File: src/rtl/mcfd_pkg.sv
// ----------------------------------------------------------------------------
// mcfd_pkg
// Shared types, field widths and codes of the multichannel FIR decimator.
// ----------------------------------------------------------------------------
package mcfd_pkg;

    // default sizes handed to the top level
    localparam int CHANNELS_DEF   = 8;
    localparam int TAPS_DEF       = 128;

    // field widths
    localparam int CH_W           = 3;
    localparam int SAMPLE_W       = 16;
    localparam int CIDX_W         = 7;
    localparam int COEF_W         = 18;
    localparam int RATIO_W        = 9;
    localparam int TAPSREG_W      = 8;
    localparam int CFG_DATA_W     = 9;
    localparam int CFG_IDX_W      = 1;
    localparam int PHASE_W        = 8;

    // stream widths, tdata in whole bytes
    localparam int S_TDATA_W      = 48;
    localparam int S_TUSER_W      = 1;
    localparam int M_TDATA_W      = 24;

    // lowest bit of each field inside the slave tdata
    localparam int TD_CH_LSB      = 0;
    localparam int TD_SMP_LSB     = TD_CH_LSB + CH_W;
    localparam int TD_CIDX_LSB    = TD_SMP_LSB + SAMPLE_W;
    localparam int TD_CVAL_LSB    = TD_CIDX_LSB + CIDX_W;

    // arithmetic
    localparam int PROD_W         = SAMPLE_W + COEF_W;
    localparam int ACC_W          = 48;
    localparam int ROUND_SHIFT    = 17;
    localparam int ROUND_HALF     = 1 << (ROUND_SHIFT - 1);
    localparam int SMP_MAX        = 32767;
    localparam int SMP_MIN        = -32768;
    localparam int RATIO_MAX      = 256;
    localparam int COEF_MAX_DEPTH = 1 << CIDX_W;
    localparam logic signed [COEF_W-1:0] COEF_ONE = COEF_W'(131071);

    // command queue between front and back
    localparam int QUEUE_DEPTH    = 2;

    typedef enum logic [0:0] {
        MODE_SAMPLE = 1'b0,
        MODE_COEF   = 1'b1
    } t_mode;

    typedef enum logic [CFG_IDX_W-1:0] {
        REG_RATIO = 1'b0,
        REG_TAPS  = 1'b1
    } t_reg;

    typedef enum logic [1:0] {
        CMD_COEF,
        CMD_BYPASS,
        CMD_SAMPLE
    } t_kind;

    typedef struct packed {
        t_kind                       kind;
        logic [CH_W-1:0]             ch;
        logic signed [SAMPLE_W-1:0]  sample;
        logic [CIDX_W-1:0]           cidx;
        logic signed [COEF_W-1:0]    cval;
    } t_cmd;

    typedef enum logic [1:0] {
        S_IDLE,
        S_MAC,
        S_DRAIN
    } t_state;

    typedef struct packed {
        logic pop;
        logic out_load;
        logic idle;
    } t_back_stat;

endpackage

File: src/rtl/mcfd_queue.sv
// ----------------------------------------------------------------------------
// mcfd_queue
// Short command queue between the front and the back.
// ----------------------------------------------------------------------------
module mcfd_queue (
    input  logic           i_clk,
    input  logic           i_rst_n,
    input  logic           i_push,
    input  mcfd_pkg::t_cmd i_data,
    output logic           o_full,
    input  logic           i_pop,
    output mcfd_pkg::t_cmd o_data,
    output logic           o_empty
);
    import mcfd_pkg::*;

    localparam int QAW = (QUEUE_DEPTH > 1) ? $clog2(QUEUE_DEPTH) : 1;
    localparam int QCW = $clog2(QUEUE_DEPTH + 1);

    t_cmd           r_mem [QUEUE_DEPTH];
    logic [QAW-1:0] r_wp;
    logic [QAW-1:0] r_rp;
    logic [QCW-1:0] r_count;
    logic [QAW-1:0] n_wp;
    logic [QAW-1:0] n_rp;

    assign o_full  = (r_count == QCW'(QUEUE_DEPTH));
    assign o_empty = (r_count == '0);
    assign o_data  = r_mem[r_rp];

    // pointer wrap
    always_comb begin
        n_wp = (r_wp == QAW'(QUEUE_DEPTH - 1)) ? '0 : r_wp + QAW'(1);
        n_rp = (r_rp == QAW'(QUEUE_DEPTH - 1)) ? '0 : r_rp + QAW'(1);
    end

    // storage
    always_ff @(posedge i_clk) begin
        if (i_push) begin
            r_mem[r_wp] <= i_data;
        end
    end

    // pointers and fill level
    always_ff @(posedge i_clk) begin
        if (!i_rst_n) begin
            r_wp    <= '0;
            r_rp    <= '0;
            r_count <= '0;
        end else begin
            if (i_push) begin
                r_wp <= n_wp;
            end
            if (i_pop) begin
                r_rp <= n_rp;
            end
            case ({i_push, i_pop})
                2'b10:   r_count <= r_count + QCW'(1);
                2'b01:   r_count <= r_count - QCW'(1);
                default: r_count <= r_count;
            endcase
        end
    end

endmodule

File: config.mk
export PLATFORM = sky130hd
export DESIGN_NAME = mcfd_queue
export DESIGN_NICKNAME = d
export VERILOG_FILES = /design/src/rtl/mcfd_pkg.sv /design/src/rtl/mcfd_queue.sv
export SDC_FILE = /design/constraint.sdc
export NUM_CORES = 1
export LEC_CHECK = 0
export BUFFER_PORTS_ARGS = -buffer_cell sky130_fd_sc_hd__buf_4
export CAP_MARGIN = 25
export CORE_MARGIN = 1
export CORE_UTILIZATION = 40
export DETAILED_ROUTE_END_ITERATION = 8
export PLACE_DENSITY = 0.75
export SYNTH_ARGS = -nofsm -noshare
export SYNTH_HDL_FRONTEND = slang
export SYNTH_SLANG_ARGS = --single-unit
File: constraint.sdc
create_clock -name i_clk -period 3.7 [get_ports i_clk]
set_clock_uncertainty 0.2 [all_clocks]
set_input_delay 0.925 -clock i_clk [delete_from_list [all_inputs] [get_ports i_clk]]
set_output_delay 0.925 -clock i_clk [all_outputs]
set_load 0.02 [all_outputs]
; Word-level counts from Yosys, hierarchy flattened
; Memory sizes are Yosys's and may differ from the RTL's. A register that Yosys moved wholly into a read port is not among the register bits.
; Cells that the tools add are included.
[op_classes]
n_addsub = 4
n_eq_ne = 3
n_mux = 7
reduce_logical = 2
[ops]
columns = operator, count
row1 = 2-to-1 mux 1 bit, 6
row2 = equality test 2 bit (second input constant), 2
row3 = case mux 2 bit (2 select lines), 1
row4 = adder 1 bit (second input constant), 2
row5 = adder 2 x 1 -> 2 bit (second input constant), 1
row6 = equality test 2 x 1 -> 1 bit (second input constant), 1
row7 = zero test 2 bit, 1
row8 = nonzero test 2 bit, 1
row9 = subtractor 2 x 1 -> 2 bit (second input constant), 1
[totals]
ff_bits = 4
mem_bits_rw = 92
inputBits = 50
output_inout_bits = 48
n_memories = 1
[mem_list]
columns = name, words, width, read_ports, rd_clocked_by_memory_dff, write_ports, line
row1 = r_mem, 2, 46, 1, 1, 1, mcfd_queue.sv:20  ; t_cmd r_mem [QUEUE_DEPTH];

; Longest topological paths before layout
; Gate-level depths: netlist of the first run.
[logic_depth]
word_depth = 4
mapped_depth = 5

; Worst setup path before layout of the first run
; Ideal clock, no wire load.
[synth_timing]
path_kind = in2reg
startpoint = input port i_push
endpoint = memory r_mem[0][0] (netlist name), enable pin
arrival_ns = 2.946
t_required_ns = 3.048
setup_slack_ns = 0.102
path_stages = 2
path_buffers = 0
cell_sequence = inv_1 -> nor2_1
[synth_between]
elab_chain_len = 2
[synth_rtl]
columns = element, line
row1 = from (decl), mcfd_queue.sv:8  ; input logic i_push,
row2 = 2-to-1 mux 1 bit, mcfd_queue.sv:39  ; if (i_push) begin
row3 = 2-to-1 mux 1 bit (implied by the code), mcfd_queue.sv:40  ; r_mem[r_wp] <= i_data;
row4 = to (decl), mcfd_queue.sv:20
; Every way passes these cells.

==> results of run 1 <==
## registers in the layout, indices dropped and copies added, names as in the netlist, named ones only
signal / cells
r_mem: 92
r_wp: 1
r_rp: 1
r_count: 2
## worst register-to-register path: cells and delay by family, from the launching register on
family,cells,cell delay (ps)
flops,1,390
buf+inv,1,280
simple gates,1,560
## metrics by stage
stage          power (uW)  area (um2)  hold WS, ps  instances  worst slack (ps)
2_1_floorplan        1490        3530          266        165               102
3_3_place_gp         1640        4410          283        366              1160
3_5_place_dp         1650        4410          309        366              1160
4_1_cts              2360        4620          320        382               773
5_1_grt              2430        4620          348        382               708
6_report             2330        4620          317        382               830
## per-layer routing
layer	routed length, um	vias to the layer above
met5	0	-
met3	336	6
met4	57	0
li1	-	855
met2	3080	60
met1	2300	888
## worst max path at each step
stage	cells after the start	slack [ps]	to	startpoint
after floorplan	2	100	r_mem[0][0]	i_push
final	3	830	o_data[40]	flip-flop
after global placement	3	1160	o_data[45]	flip-flop
after detailed placement	3	1160	o_data[28]	flip-flop
after CTS	3	770	o_data[40]	flip-flop
after global routing	3	710	o_data[45]	flip-flop
## layout make-up
class                   instances  area (um2)  area share, %
inverters                       1        3.75         0.0812
clock inverters                 5        80.1           1.73
clock buffers                  11         131           2.84
multi-input cells              62         639           13.8
repair buffers                101         771           16.7
well taps                     105         131           2.84
flip-flops and latches         97        2860           62.0
## power by group through the flow
stage / Clock (uW) / Combinational [uW] / Sequential (uW)
2_1_floorplan: 0 / 191 / 1300
3_3_place_gp: 0 / 340 / 1300
3_5_place_dp: 0 / 343 / 1310
4_1_cts: 740 / 344 / 1280
5_1_grt: 779 / 363 / 1290
6_report: 718 / 337 / 1280
## synthesized netlist by cell type
library cell	n	area, um2
sky130_fd_sc_hd__xnor2_1	2	17.5
sky130_fd_sc_hd__xor2_1	1	8.76
sky130_fd_sc_hd__nor2_1	2	7.51
sky130_fd_sc_hd__o21a_1	1	7.51
sky130_fd_sc_hd__and2b_2	1	8.76
sky130_fd_sc_hd__nor2b_1	1	6.26
sky130_fd_sc_hd__dfxtp_1	5	100
sky130_fd_sc_hd__mux2_2	46	518
sky130_fd_sc_hd__buf_4	4	30.0
sky130_fd_sc_hd__buf_2	1	5.00
sky130_fd_sc_hd__edfxtp_1	92	2760
sky130_fd_sc_hd__or3_1	1	6.26
sky130_fd_sc_hd__and2_1	4	25.0
sky130_fd_sc_hd__a21boi_1	1	7.51
sky130_fd_sc_hd__ha_1	1	12.5
sky130_fd_sc_hd__inv_1	1	3.75
sky130_fd_sc_hd__o21ai_0	1	5.00
## cell families (layout without fill, tap and decap cells)
family	Yosys count	after routing	share of synthesized area [%]
flops	97	97	81.0
mux	46	46	14.7
simple gates	9	9	1.52
buf+inv	6	118	1.10
compound gates	3	3	0.567
xor+xnor	3	3	0.744
fa+ha+maj	1	1	0.354
==> run summary, run 1 <==
STA
--------------------------------------------------------------------------------------------------------
Fmax ......................................................................................    0.348 GHz
RSZ-0062 raised after global routing ......................................................           no
Setup TNS .................................................................................         0 ps
Final Cycle Share .........................................................................        77.6%
Number of hold-slack violations in the final timing report ................................            0
Post-layout min period ....................................................................      2870 ps
Final setup vio count .....................................................................            0
Slew @ Worst Pin ..........................................................................       604 ps
Slew HR ...................................................................................        59.7%
Final Max Tran Viols ......................................................................            0

CLOCKING
--------------------------------------------------------------------------------------------------------
Number of buffers between clock root and the deepest sink .................................            2
Hold-fix buffers, CTS .....................................................................            0
CTS tree ..................................................................................        built
Clock insertion delay at the later pin of the skew report .................................       340 ps
H-Tree Level Count ........................................................................            3
Number of clock buffers inserted by TritonCTS .............................................            9
Number of sinks handled by clock tree synthesis ...........................................           97
Post-CTS Repair Setup Buffers .............................................................            0
Number of gates given a new drive strength after cts ......................................            0
Post-CTS clock slew at the launch and capture registers of the worst setup and hold paths .        90 ps
CTS root buf .............................................................................. sky130_fd_sc_hd__clkbuf_8

PLACEMENT
--------------------------------------------------------------------------------------------------------
IO buf count ..............................................................................           97
Detailed placement HPWL ...................................................................      3700 um
Final RePlAce weighted congestion .........................................................        0.643

PWR
--------------------------------------------------------------------------------------------------------
Power density over the cells ..............................................................   505 nW/um2
Clk pwr share .............................................................................        30.8%
Sw Share ..................................................................................        22.4%
Sequential fraction of design power .......................................................        54.8%
NetSw .....................................................................................       522 uW
Internal power consumption ................................................................      1810 uW
Comb pwr share ............................................................................        14.4%
Largest voltage drop on the vdd net .......................................................     0.314 mV
Leak ......................................................................................   0.00172 uW

ROUTING
--------------------------------------------------------------------------------------------------------
Violation count after the first detailed-routing iteration ................................           35
DRC violation count after routing .........................................................            0
Total via count after detailed routing ....................................................         1809
Average routed wire per standard cell .....................................................      15.1 um
Total routed wirelength ...................................................................      5770 um
Number of detailed-routing iterations run before antenna repair ...........................            4
Count of nets left with antenna violations after detail routing ...........................            0
Detail-routed via count per cell ..........................................................         4.74

GLOBAL ROUTE
--------------------------------------------------------------------------------------------------------
Total grt overflow ........................................................................            0
First-pass GRT wire length ................................................................      8760 um
GR Util met1 ..............................................................................        14.7%
Number of antenna violations at the first check in global routing .........................            0
Met2 demand-to-capacity share in global routing ...........................................        23.6%
Global-route usage over all layers ........................................................        13.2%
Global routing usage on met3 ..............................................................        5.13%
Pin count of the biggest net entering global routing ......................................           47
Busiest layer in global routing ...........................................................         met2
Via count of the first global-routing pass ................................................         1839

SETUP PATH
--------------------------------------------------------------------------------------------------------
Register-to-register path setup slack .....................................................      1970 ps
WS Path Type ..............................................................................      reg2out
Worst setup EP type .......................................................................  output port
Critical Path AT ..........................................................................      1750 ps
Crit-path slowest cell .................................................................... sky130_fd_sc_hd__buf_4
Data required time at the worst endpoint ..................................................      2570 ps
Maximum fanout along the worst path .......................................................           46
Cells traversed along the worst timing path ............................................... buf_4, mux2_2, buf_4
Source of the worst register-to-register timing path ......................................         r_wp
Library cell appearing most often on the critical path .................................... sky130_fd_sc_hd__buf_4
Largest stage delay on the critical path ..................................................       470 ps
Startpoint types ..........................................................................    flip-flop
Worst reg2reg path depth ..................................................................            2
Crit path max-delay family ................................................................ buffers and inverters
Worst Path Buf+Inv ........................................................................            2
R2R Path End ..............................................................................  r_mem[1][8]

MIN PATH
--------------------------------------------------------------------------------------------------------
Number of cells on the worst hold path ....................................................            2
Endpoint of the worst hold path ...........................................................   r_count[1]
Hold Crit Start ...........................................................................   r_count[1]
Class of the tightest hold or removal check ...............................................      reg2reg

JOB
--------------------------------------------------------------------------------------------------------
Max Cap Viol ..............................................................................            0

LAYOUT
--------------------------------------------------------------------------------------------------------
Net total in the final layout .............................................................          323
Most common cell after layout, fill and taps aside ........................................ sky130_fd_sc_hd__buf_4
Fraction of the core area covered by cells at the end of the flow .........................        55.1%
# fillers .................................................................................          695
Area growth syn-to-layout .................................................................        30.8%
Commonest cells after routing, fill and taps aside ........................................ sky130_fd_sc_hd__buf_4 (100), sky130_fd_sc_hd__edfxtp_1 (92), sky130_fd_sc_hd__mux2_2 (46), sky130_fd_sc_hd__clkbuf_8 (9), sky130_fd_sc_hd__dfxtp_1 (4)
Antenna diode count .......................................................................            0
Layout cell share with drive strength beyond 1 ............................................        59.2%

STATUS
--------------------------------------------------------------------------------------------------------
Status .................................................................................... complete, no violations

FLOORPLANNING
--------------------------------------------------------------------------------------------------------
Area of the core ..........................................................................     8380 um2
Floorplan die width .......................................................................      96.0 um
Area enclosed by the die boundary .........................................................     9210 um2
Total I/O pin count .......................................................................           98
Height of the die .........................................................................      96.0 um
Effective utilization at floorplan ........................................................        42.1%
Number of placement rows ..................................................................           33

YOSYS
--------------------------------------------------------------------------------------------------------
Number of flip-flops and latches in the synthesized netlist ...............................           97
Count of yosys warnings during synthesis ..................................................            0
Yosys cell types ..........................................................................           17
Post-Synthesis Mean Instance Area .........................................................     21.4 um2
Syn nets ..................................................................................          216
Synthesized instance count ................................................................          165
Sequential-to-total area share from yosys stat ............................................        81.0%
Netlist Area Pre-Place ....................................................................     3530 um2

Note: power is estimated with default switching activity, not from simulation.
==> run 2, diff against run 1 <==
--- a/config.mk
+++ b/config.mk
@@ -5,6 +5,7 @@
 export SDC_FILE = /design/constraint.sdc
 export NUM_CORES = 1
 export LEC_CHECK = 0
+export ABC_AREA = 1
 export BUFFER_PORTS_ARGS = -buffer_cell sky130_fd_sc_hd__buf_4
 export CAP_MARGIN = 25
 export CORE_MARGIN = 1
==> constraint.sdc (replaced) <==
create_clock -name i_clk -period 2.3 [get_ports i_clk]
set_clock_uncertainty 0.2 [all_clocks]
set_input_delay 0.575 -clock i_clk [delete_from_list [all_inputs] [get_ports i_clk]]
set_output_delay 0.575 -clock i_clk [all_outputs]
set_load 0.02 [all_outputs]
==> run 2 against run 1 <==
  * Routed wire length rose by 1.4%
  * Critical path depth did not move
  * Register-to-register slack got worse by 1100 ps
  * Area after synthesis rose by 6.1%
  * Sequential share of layout area fell by 4.8 points
  * Synthesized cell count rose by 7.9%
  * First-iteration DRC count rose by 63%
  * Worst hold slack got worse by 110 ps
  * Utilization rose by 1.2 points
  * Clock power rose by 66%
==> run summary, run 2 <==
FLOORPLANNING
--------------------------------------------------------------------------------------------------------
Effective utilization at floorplan ........................................................        42.2%   about the same
Area of the core ..........................................................................     8890 um2   +6.1%
Number of placement rows ..................................................................           34   +3.0%
Area enclosed by the die boundary .........................................................     9760 um2   +6.0%
Floorplan die width .......................................................................      98.8 um   +3.0%
Height of the die .........................................................................      98.8 um   +3.0%
Total I/O pin count .......................................................................           98   unchanged

YOSYS
--------------------------------------------------------------------------------------------------------
Commonest register cell after synthesis ................................................... sky130_fd_sc_hd__edfxtp_1
Post-Synthesis Mean Instance Area .........................................................     21.1 um2   -1.6%
Count of yosys warnings during synthesis ..................................................            0   unchanged
Proportion of register bits with asynchronous set or reset after synthesis ................           0%   unchanged
Top cell types by occurrence after synthesis .............................................. sky130_fd_sc_hd__edfxtp_1 (92), sky130_fd_sc_hd__mux2_4 (40), sky130_fd_sc_hd__nor2_1 (12)
Sequential-to-total area share from yosys stat ............................................        76.4%   -4.7 points
Top post-synthesis cells by area .......................................................... sky130_fd_sc_hd__edfxtp_1 (74%), sky130_fd_sc_hd__mux2_4 (16%), sky130_fd_sc_hd__dfxtp_1 (2.7%)
Syn nets ..................................................................................          229   +6.0%
Share of the synthesized area in the top cell type ........................................        73.7%   -4.5 points
Yosys cell types ..........................................................................           13   -4
Netlist Area Pre-Place ....................................................................     3750 um2   +6.1%
Number of flip-flops and latches in the synthesized netlist ...............................           97   unchanged
Synthesized instance count ................................................................          178   +7.9%
Cell with the most instances after synthesis .............................................. sky130_fd_sc_hd__edfxtp_1
Count of flip-flops with a built-in enable after synthesis ................................           92   unchanged
Library cell with the largest summed area after synthesis ................................. sky130_fd_sc_hd__edfxtp_1

GLOBAL ROUTE
--------------------------------------------------------------------------------------------------------
Pin count of the biggest net entering global routing ......................................           42   -11%
Global-route usage over all layers ........................................................        12.3%   -0.95 points
Total grt overflow ........................................................................            0   unchanged
First-pass GRT wire length ................................................................      8810 um   +0.63%
Via count of the first global-routing pass ................................................         1829   -0.54%
Number of antenna violations at the first check in global routing .........................            0   unchanged

PLACEMENT
--------------------------------------------------------------------------------------------------------
Worst Setup Slack post-DPL ................................................................       295 ps   -864 ps
Detailed placement HPWL ...................................................................      4070 um   +10%
Instance area after placement .............................................................     4650 um2   +5.5%
IO buf count ..............................................................................           97   unchanged
Final RePlAce weighted congestion .........................................................        0.692   +7.7%
Total placed cells including tap cells ....................................................          384   +4.9%

PWR
--------------------------------------------------------------------------------------------------------
Leak ......................................................................................   0.00200 uW   +16%
Power density over the cells ..............................................................   769 nW/um2   +52%
Largest voltage drop on the vdd net .......................................................     0.583 mV   +86%

STA
--------------------------------------------------------------------------------------------------------
Fmax ......................................................................................    0.446 GHz
Final worst hold slack ....................................................................       209 ps   -108 ps
Final setup vio count .....................................................................            0   unchanged
Setup TNS .................................................................................         0 ps   unchanged
Final Cycle Share .........................................................................        97.4%
Crit path setup slack, layout .............................................................      58.7 ps   -771 ps
Final Max Tran Viols ......................................................................            0   unchanged
Number of hold-slack violations in the final timing report ................................            0   unchanged
Slew HR ...................................................................................        80.5%   +21 points
Slew @ Worst Pin ..........................................................................       292 ps   -312 ps
RSZ-0062 raised after global routing ......................................................          yes
Post-layout min period ....................................................................      2240 ps

ROUTING
--------------------------------------------------------------------------------------------------------
DRC violation count after routing .........................................................            0   unchanged
Total via count after detailed routing ....................................................         1865   +3.1%
Detail-routed via count per cell ..........................................................         4.60   -2.8%
Number of detailed-routing iterations run before antenna repair ...........................            4   unchanged
Average routed wire per standard cell .....................................................      14.5 um   -4.4%
Count of nets left with antenna violations after detail routing ...........................            0   unchanged
Violation count after the first detailed-routing iteration ................................           57   +63%
Total routed wirelength ...................................................................      5850 um   +1.4%

LAYOUT
--------------------------------------------------------------------------------------------------------
Flip-flop count of the largest register after layout ......................................           92   unchanged
Final cell area excluding filler cells ....................................................     5010 um2   +8.4%
Most common cell after layout, fill and taps aside ........................................ sky130_fd_sc_hd__edfxtp_1
Area growth syn-to-layout .................................................................        33.7%
Commonest cells after routing, fill and taps aside ........................................ sky130_fd_sc_hd__edfxtp_1 (92), sky130_fd_sc_hd__buf_4 (78), sky130_fd_sc_hd__mux2_4 (40), sky130_fd_sc_hd__buf_6 (24)
Layout cell share with drive strength beyond 1 ............................................        57.9%   -1.3 points
# fillers .................................................................................          689   -0.86%
Leading registers by flop count ........................................................... r_mem x92, r_count x2
Largest register by flop count ............................................................        r_mem
Antenna diode count .......................................................................            0   unchanged
Number of standard cells in the layout, taps in and fillers out ...........................          405   +6.0%
Net total in the final layout .............................................................          343   +6.2%

SETUP PATH
--------------------------------------------------------------------------------------------------------
Source of the worst register-to-register timing path ......................................         r_wp
Worst setup EP type .......................................................................  output port
WS Path Type ..............................................................................      reg2out
Register-to-register path setup slack .....................................................       840 ps   -1130 ps
Maximum fanout along the worst path .......................................................           11   -76%
Startpoint types ..........................................................................    flip-flop
Critical Path AT ..........................................................................      1470 ps   -280 ps
Data required time at the worst endpoint ..................................................      1520 ps   -1050 ps

CLOCKING
--------------------------------------------------------------------------------------------------------
Number of buffers between clock root and the deepest sink .................................            2   unchanged
CTS tree ..................................................................................        built
CTS root buf .............................................................................. sky130_fd_sc_hd__clkbuf_8
Number of clock buffers inserted by TritonCTS .............................................            9   unchanged
Number of sinks handled by clock tree synthesis ...........................................           97   unchanged
Post-CTS clock slew at the launch and capture registers of the worst setup and hold paths .        90 ps   about the same
Clock insertion delay at the later pin of the skew report .................................       340 ps   about the same
H-Tree Level Count ........................................................................            3   unchanged

STATUS
--------------------------------------------------------------------------------------------------------
Status .................................................................................... complete, no violations

JOB
--------------------------------------------------------------------------------------------------------
Max Cap Viol ..............................................................................            0   unchanged

MIN PATH
--------------------------------------------------------------------------------------------------------
Hold Crit Start ...........................................................................    i_data[0]
Class of the tightest hold or removal check ...............................................       in2reg

-- run 2: logic make-up (layout without fill, tap and decap cells) --
group | Yosys count | in the layout | synth area share (%)
fa+ha+maj | 1 | 1 | 0.334
mux | 46 | 46 | 17.8
flops | 97 | 97 | 76.4
simple gates | 21 | 21 | 2.17
buf+inv | 11 | 130 | 3.04
compound gates | 2 | 2 | 0.267
-- run 2: per-layer routing --
| metal | vias up | GRT usage [%] | wire length, um |
|---|---|---|---|
| li1 | 904 | - | - |
| met1 | 880 | 13.6 | 2370 |
| met2 | 70 | 20.9 | 2970 |
| met3 | 11 | 5.89 | 422 |
| met4 | 0 | 3.90 | 89 |
| met5 | - | 0 | 0 |
-- run 2: per-stage QoR --
stage / power [uW] / util [%]
2_1_floorplan: 2430 / -
3_3_place_gp: 2650 / 52.3
3_5_place_dp: 2670 / 52.3
4_1_cts: 3870 / 55.3
5_1_grt: 4000 / 56.4
6_report: 3850 / 56.4
-- run 2: layout make-up --
class	instances	area (um2)	area share (%)
Sequential cell	97	2870	57.2
Timing Repair Buffer	108	976	19.5
Multi-Input combinational cell	70	779	15.6
Clock buffer	12	155	3.10
Tap cell	108	135	2.70
Clock inverter	4	76.3	1.52
Inverter	6	22.5	0.449
-- run 2: repair_timing --
item / in CTS / in global routing
resized for setup: 0 / 24
pin swaps: 0 / 0
hold endpoints to repair: 0 / 0
buffers inserted: 4 / 1
hold buffers: 0 / 0
setup endpoints to repair: 33 / 33
gates cloned: 0 / 0
-- run 2: worst paths after layout --
kind,endpoint,depth (start not counted)
worst max-delay path,o_data[31],3
worst min-delay path,r_mem[0][0],1
worst max register to register,r_mem[1][14],3
worst min register to register,flip-flop,2
-- run 2: power breakdown --
group	internal (uW)	switching, uW	total (uW)
sequential	2040	33.4	2070
combinational	323	265	588
clock	674	521	1190
-- run 2: worst max-delay path: stages (launching register included) --
cell and delay (ps):
sky130_fd_sc_hd__dfxtp_4 470, sky130_fd_sc_hd__buf_4 190, sky130_fd_sc_hd__mux2_4 300, sky130_fd_sc_hd__buf_4 160
==> run 3, diff against run 2 <==
--- a/config.mk
+++ b/config.mk
@@ -12,6 +12,7 @@
 export CORE_UTILIZATION = 40
 export DETAILED_ROUTE_END_ITERATION = 8
 export PLACE_DENSITY = 0.75
+export REMOVE_ABC_BUFFERS = 1
 export SYNTH_ARGS = -nofsm -noshare
 export SYNTH_HDL_FRONTEND = slang
 export SYNTH_SLANG_ARGS = --single-unit
==> run 3 against run 2 <==
  * Final area down 3.4%
  * Die area unchanged
  * Routed wire length up 3.1%
  * Global-route usage up 0.79 points
  * Sequential power about the same
  * Sequential share of layout area up 2.0 points
  * Utilization down 1.9 points
  * Clock power down 20%
  * Count of clock-buffer cells in the layout down 3
  * Final cell count down 0.49%
  * Worst setup slack better by 5.6 ps
  * Critical endpoint is now o_data[35]
  * Largest cell class unchanged
==> run summary, run 3 (synthesis gave the netlist of run 2 again) <==
STA
--------------------------------------------------------------------------------------------------------
Final Cycle Share .........................................................................        97.2%   -0.24 points
Slew HR ...................................................................................        73.7%   -6.7 points
Post-layout min period ....................................................................      2240 ps   -5.55 ps
Slew @ Worst Pin ..........................................................................       394 ps   +102 ps
Fmax ......................................................................................    0.447 GHz   +0.25%
Crit path setup slack, layout .............................................................      64.3 ps   +5.55 ps
Number of hold-slack violations in the final timing report ................................            0   unchanged
Final Max Tran Viols ......................................................................            0   unchanged
Setup TNS .................................................................................         0 ps   unchanged
Final setup vio count .....................................................................            0   unchanged
RSZ-0062 raised after global routing ......................................................          yes

SETUP PATH
--------------------------------------------------------------------------------------------------------
WS Path Type ..............................................................................      reg2out
Source of the worst register-to-register timing path ......................................         r_wp
Worst setup EP type .......................................................................  output port
Cells traversed along the worst timing path ............................................... buf_4, mux2_2, buf_4
Largest stage delay on the critical path ..................................................       430 ps   -40 ps
R2R Path End .............................................................................. r_mem[1][34]
Worst reg2reg path depth ..................................................................            3   unchanged
Startpoint types ..........................................................................    flip-flop
Data required time at the worst endpoint ..................................................      1520 ps   about the same
Library cell appearing most often on the critical path .................................... sky130_fd_sc_hd__buf_4
Maximum fanout along the worst path .......................................................            6   -5
Register-to-register path setup slack .....................................................       810 ps   -30 ps
Crit-path slowest cell .................................................................... sky130_fd_sc_hd__dfxtp_4
CP Capture Point ..........................................................................   o_data[35]
Critical Path AT ..........................................................................      1460 ps   about the same

FLOORPLANNING
--------------------------------------------------------------------------------------------------------
Number of placement rows ..................................................................           34   unchanged
Effective utilization at floorplan ........................................................        42.2%   unchanged
Area of the core ..........................................................................     8890 um2   unchanged
Floorplan die width .......................................................................      98.8 um   unchanged
Area enclosed by the die boundary .........................................................     9760 um2   unchanged
Total I/O pin count .......................................................................           98   unchanged
Height of the die .........................................................................      98.8 um   unchanged

LAYOUT
--------------------------------------------------------------------------------------------------------
Area of all sequential standard cells .....................................................     2870 um2   unchanged
Leading registers by flop count ........................................................... r_mem x92, r_count x2
Commonest cells after routing, fill and taps aside ........................................ sky130_fd_sc_hd__buf_4 (101), sky130_fd_sc_hd__edfxtp_1 (92), sky130_fd_sc_hd__mux2_4 (42), sky130_fd_sc_hd__nor2_1 (11), sky130_fd_sc_hd__clkbuf_8 (9)
# fillers .................................................................................          713   +3.5%
Antenna diode count .......................................................................            0   unchanged
Area occupied by multi-input gates ........................................................      787 um2   +0.96%
Net total in the final layout .............................................................          341   -0.58%
Area growth syn-to-layout .................................................................        29.1%
Layout cell share with drive strength beyond 1 ............................................        57.3%   -0.62 points
Largest register by flop count ............................................................        r_mem
Most common cell after layout, fill and taps aside ........................................ sky130_fd_sc_hd__buf_4
Flip-flop count of the largest register after layout ......................................           92   unchanged

GLOBAL ROUTE
--------------------------------------------------------------------------------------------------------
Total grt overflow ........................................................................            0   unchanged
Number of antenna violations at the first check in global routing .........................            0   unchanged
Via count of the first global-routing pass ................................................         1917   +4.8%
Global-route usage over all layers ........................................................        13.1%   +0.79 points
First-pass GRT wire length ................................................................      9430 um   +7.0%
Pin count of the biggest net entering global routing ......................................           29   -31%

CLOCKING
--------------------------------------------------------------------------------------------------------
Post-CTS clock slew at the launch and capture registers of the worst setup and hold paths .       100 ps   about the same
Number of buffers between clock root and the deepest sink .................................            2   unchanged
Number of sinks handled by clock tree synthesis ...........................................           97   unchanged
CTS tree ..................................................................................        built
Number of clock buffers inserted by TritonCTS .............................................            9   unchanged
Hold-fix buffers, CTS .....................................................................            0   unchanged
CTS root buf .............................................................................. sky130_fd_sc_hd__clkbuf_8
Clock insertion delay at the later pin of the skew report .................................       340 ps   about the same
H-Tree Level Count ........................................................................            3   unchanged

PWR
--------------------------------------------------------------------------------------------------------
Sw Share ..................................................................................        24.0%   +2.7 points
Clk pwr share .............................................................................        26.7%   -4.3 points
Leak ......................................................................................   0.00194 uW   -3.3%
Sequential fraction of design power .......................................................        57.8%   +4.1 points
NetSw .....................................................................................       858 uW   +4.7%
Internal power consumption ................................................................      2720 uW   -10%
Largest voltage drop on the vdd net .......................................................     0.332 mV   -43%
Power density over the cells ..............................................................   740 nW/um2   -3.8%
Comb pwr share ............................................................................        15.5%   +0.2 points

STATUS
--------------------------------------------------------------------------------------------------------
Status .................................................................................... complete, no violations

ROUTING
--------------------------------------------------------------------------------------------------------
Number of detailed-routing iterations run before antenna repair ...........................            4   unchanged
Violation count after the first detailed-routing iteration ................................           46   -19%
Detail-routed via count per cell ..........................................................         4.64   +0.66%
Count of nets left with antenna violations after detail routing ...........................            0   unchanged
Total via count after detailed routing ....................................................         1868   +0.16%
DRC violation count after routing .........................................................            0   unchanged
Total routed wirelength ...................................................................      6040 um   +3.1%
Average routed wire per standard cell .....................................................      15.0 um   +3.6%

PLACEMENT
--------------------------------------------------------------------------------------------------------
IO buf count ..............................................................................           97   unchanged
Detailed placement HPWL ...................................................................      4140 um   +1.6%
Final RePlAce weighted congestion .........................................................        0.667   -3.7%
Worst Setup Slack post-DPL ................................................................       344 ps   +49.5 ps

MIN PATH
--------------------------------------------------------------------------------------------------------
Class of the tightest hold or removal check ...............................................       in2reg
Number of cells on the worst hold path ....................................................            1   unchanged

JOB
--------------------------------------------------------------------------------------------------------
Max Cap Viol ..............................................................................            0   unchanged

-- run 3: worst min path at each step --
stage	slack, ps	endpoint	startpoint
global route	170	r_mem[1][45]	i_data[45]
detailed placement	290	flip-flop	r_rp
finish	200	r_mem[0][38]	i_data[38]
global placement	280	r_rp	r_rp
CTS	170	r_mem[0][30]	i_data[30]
floorplan	260	flip-flop	r_rp
-- run 3: final cells by class --
cell class,instances,share of cell area (%)
multi-input cells,70,16.3
flip-flops and latches,97,59.2
clock inverters,7,0.957
well taps,108,2.79
inverters,6,0.465
clock buffers,9,2.56
repair buffers,106,17.7
-- run 3: power groups by stage --
stage	combinational, uW	sequential [uW]	clock (uW)
2_1_floorplan	289	2120	0
3_3_place_gp	546	2110	0
3_5_place_dp	554	2110	0
4_1_cts	562	2070	998
5_1_grt	591	2080	1050
6_report	554	2070	957
-- run 3: metal layers --
layer / routed length (um) / vias up / global-route usage, % / part of all wire (%)
li1: - / 900 / - / -
met3: 393 / 8 / 4.40 / 6.5
met2: 3020 / 68 / 22.0 / 50
met1: 2570 / 892 / 15.1 / 43
met5: 0 / - / 0 / 0
met4: 54 / 0 / 6.20 / 0.89
-- run 3: stage by stage --
step                utilization (%)  instance area [um2]  total power [uW]  hold slack (ps)  instances
floorplan                         -                 3660              2410              263        173
finish                         54.4                 4840              3580              200        403
detailed placement             52.3                 4650              2670              287        385
CTS                            54.3                 4830              3630              175        403
global route                   54.4                 4840              3720              172        403
global placement               52.3                 4650              2650              276        385
-- run 3: repair_timing --
action / CTS / global route
resized for setup: 0 / 2
setup endpoints to repair: 39 / 3
buffers inserted: 2 / 0
-- run 3: worst max-delay path, delay by kind of cell, from the launching register on --
kind                   cells  cell delay, ps
DFF                        1             430
muxes                      1             340
buffers and inverters      2             340
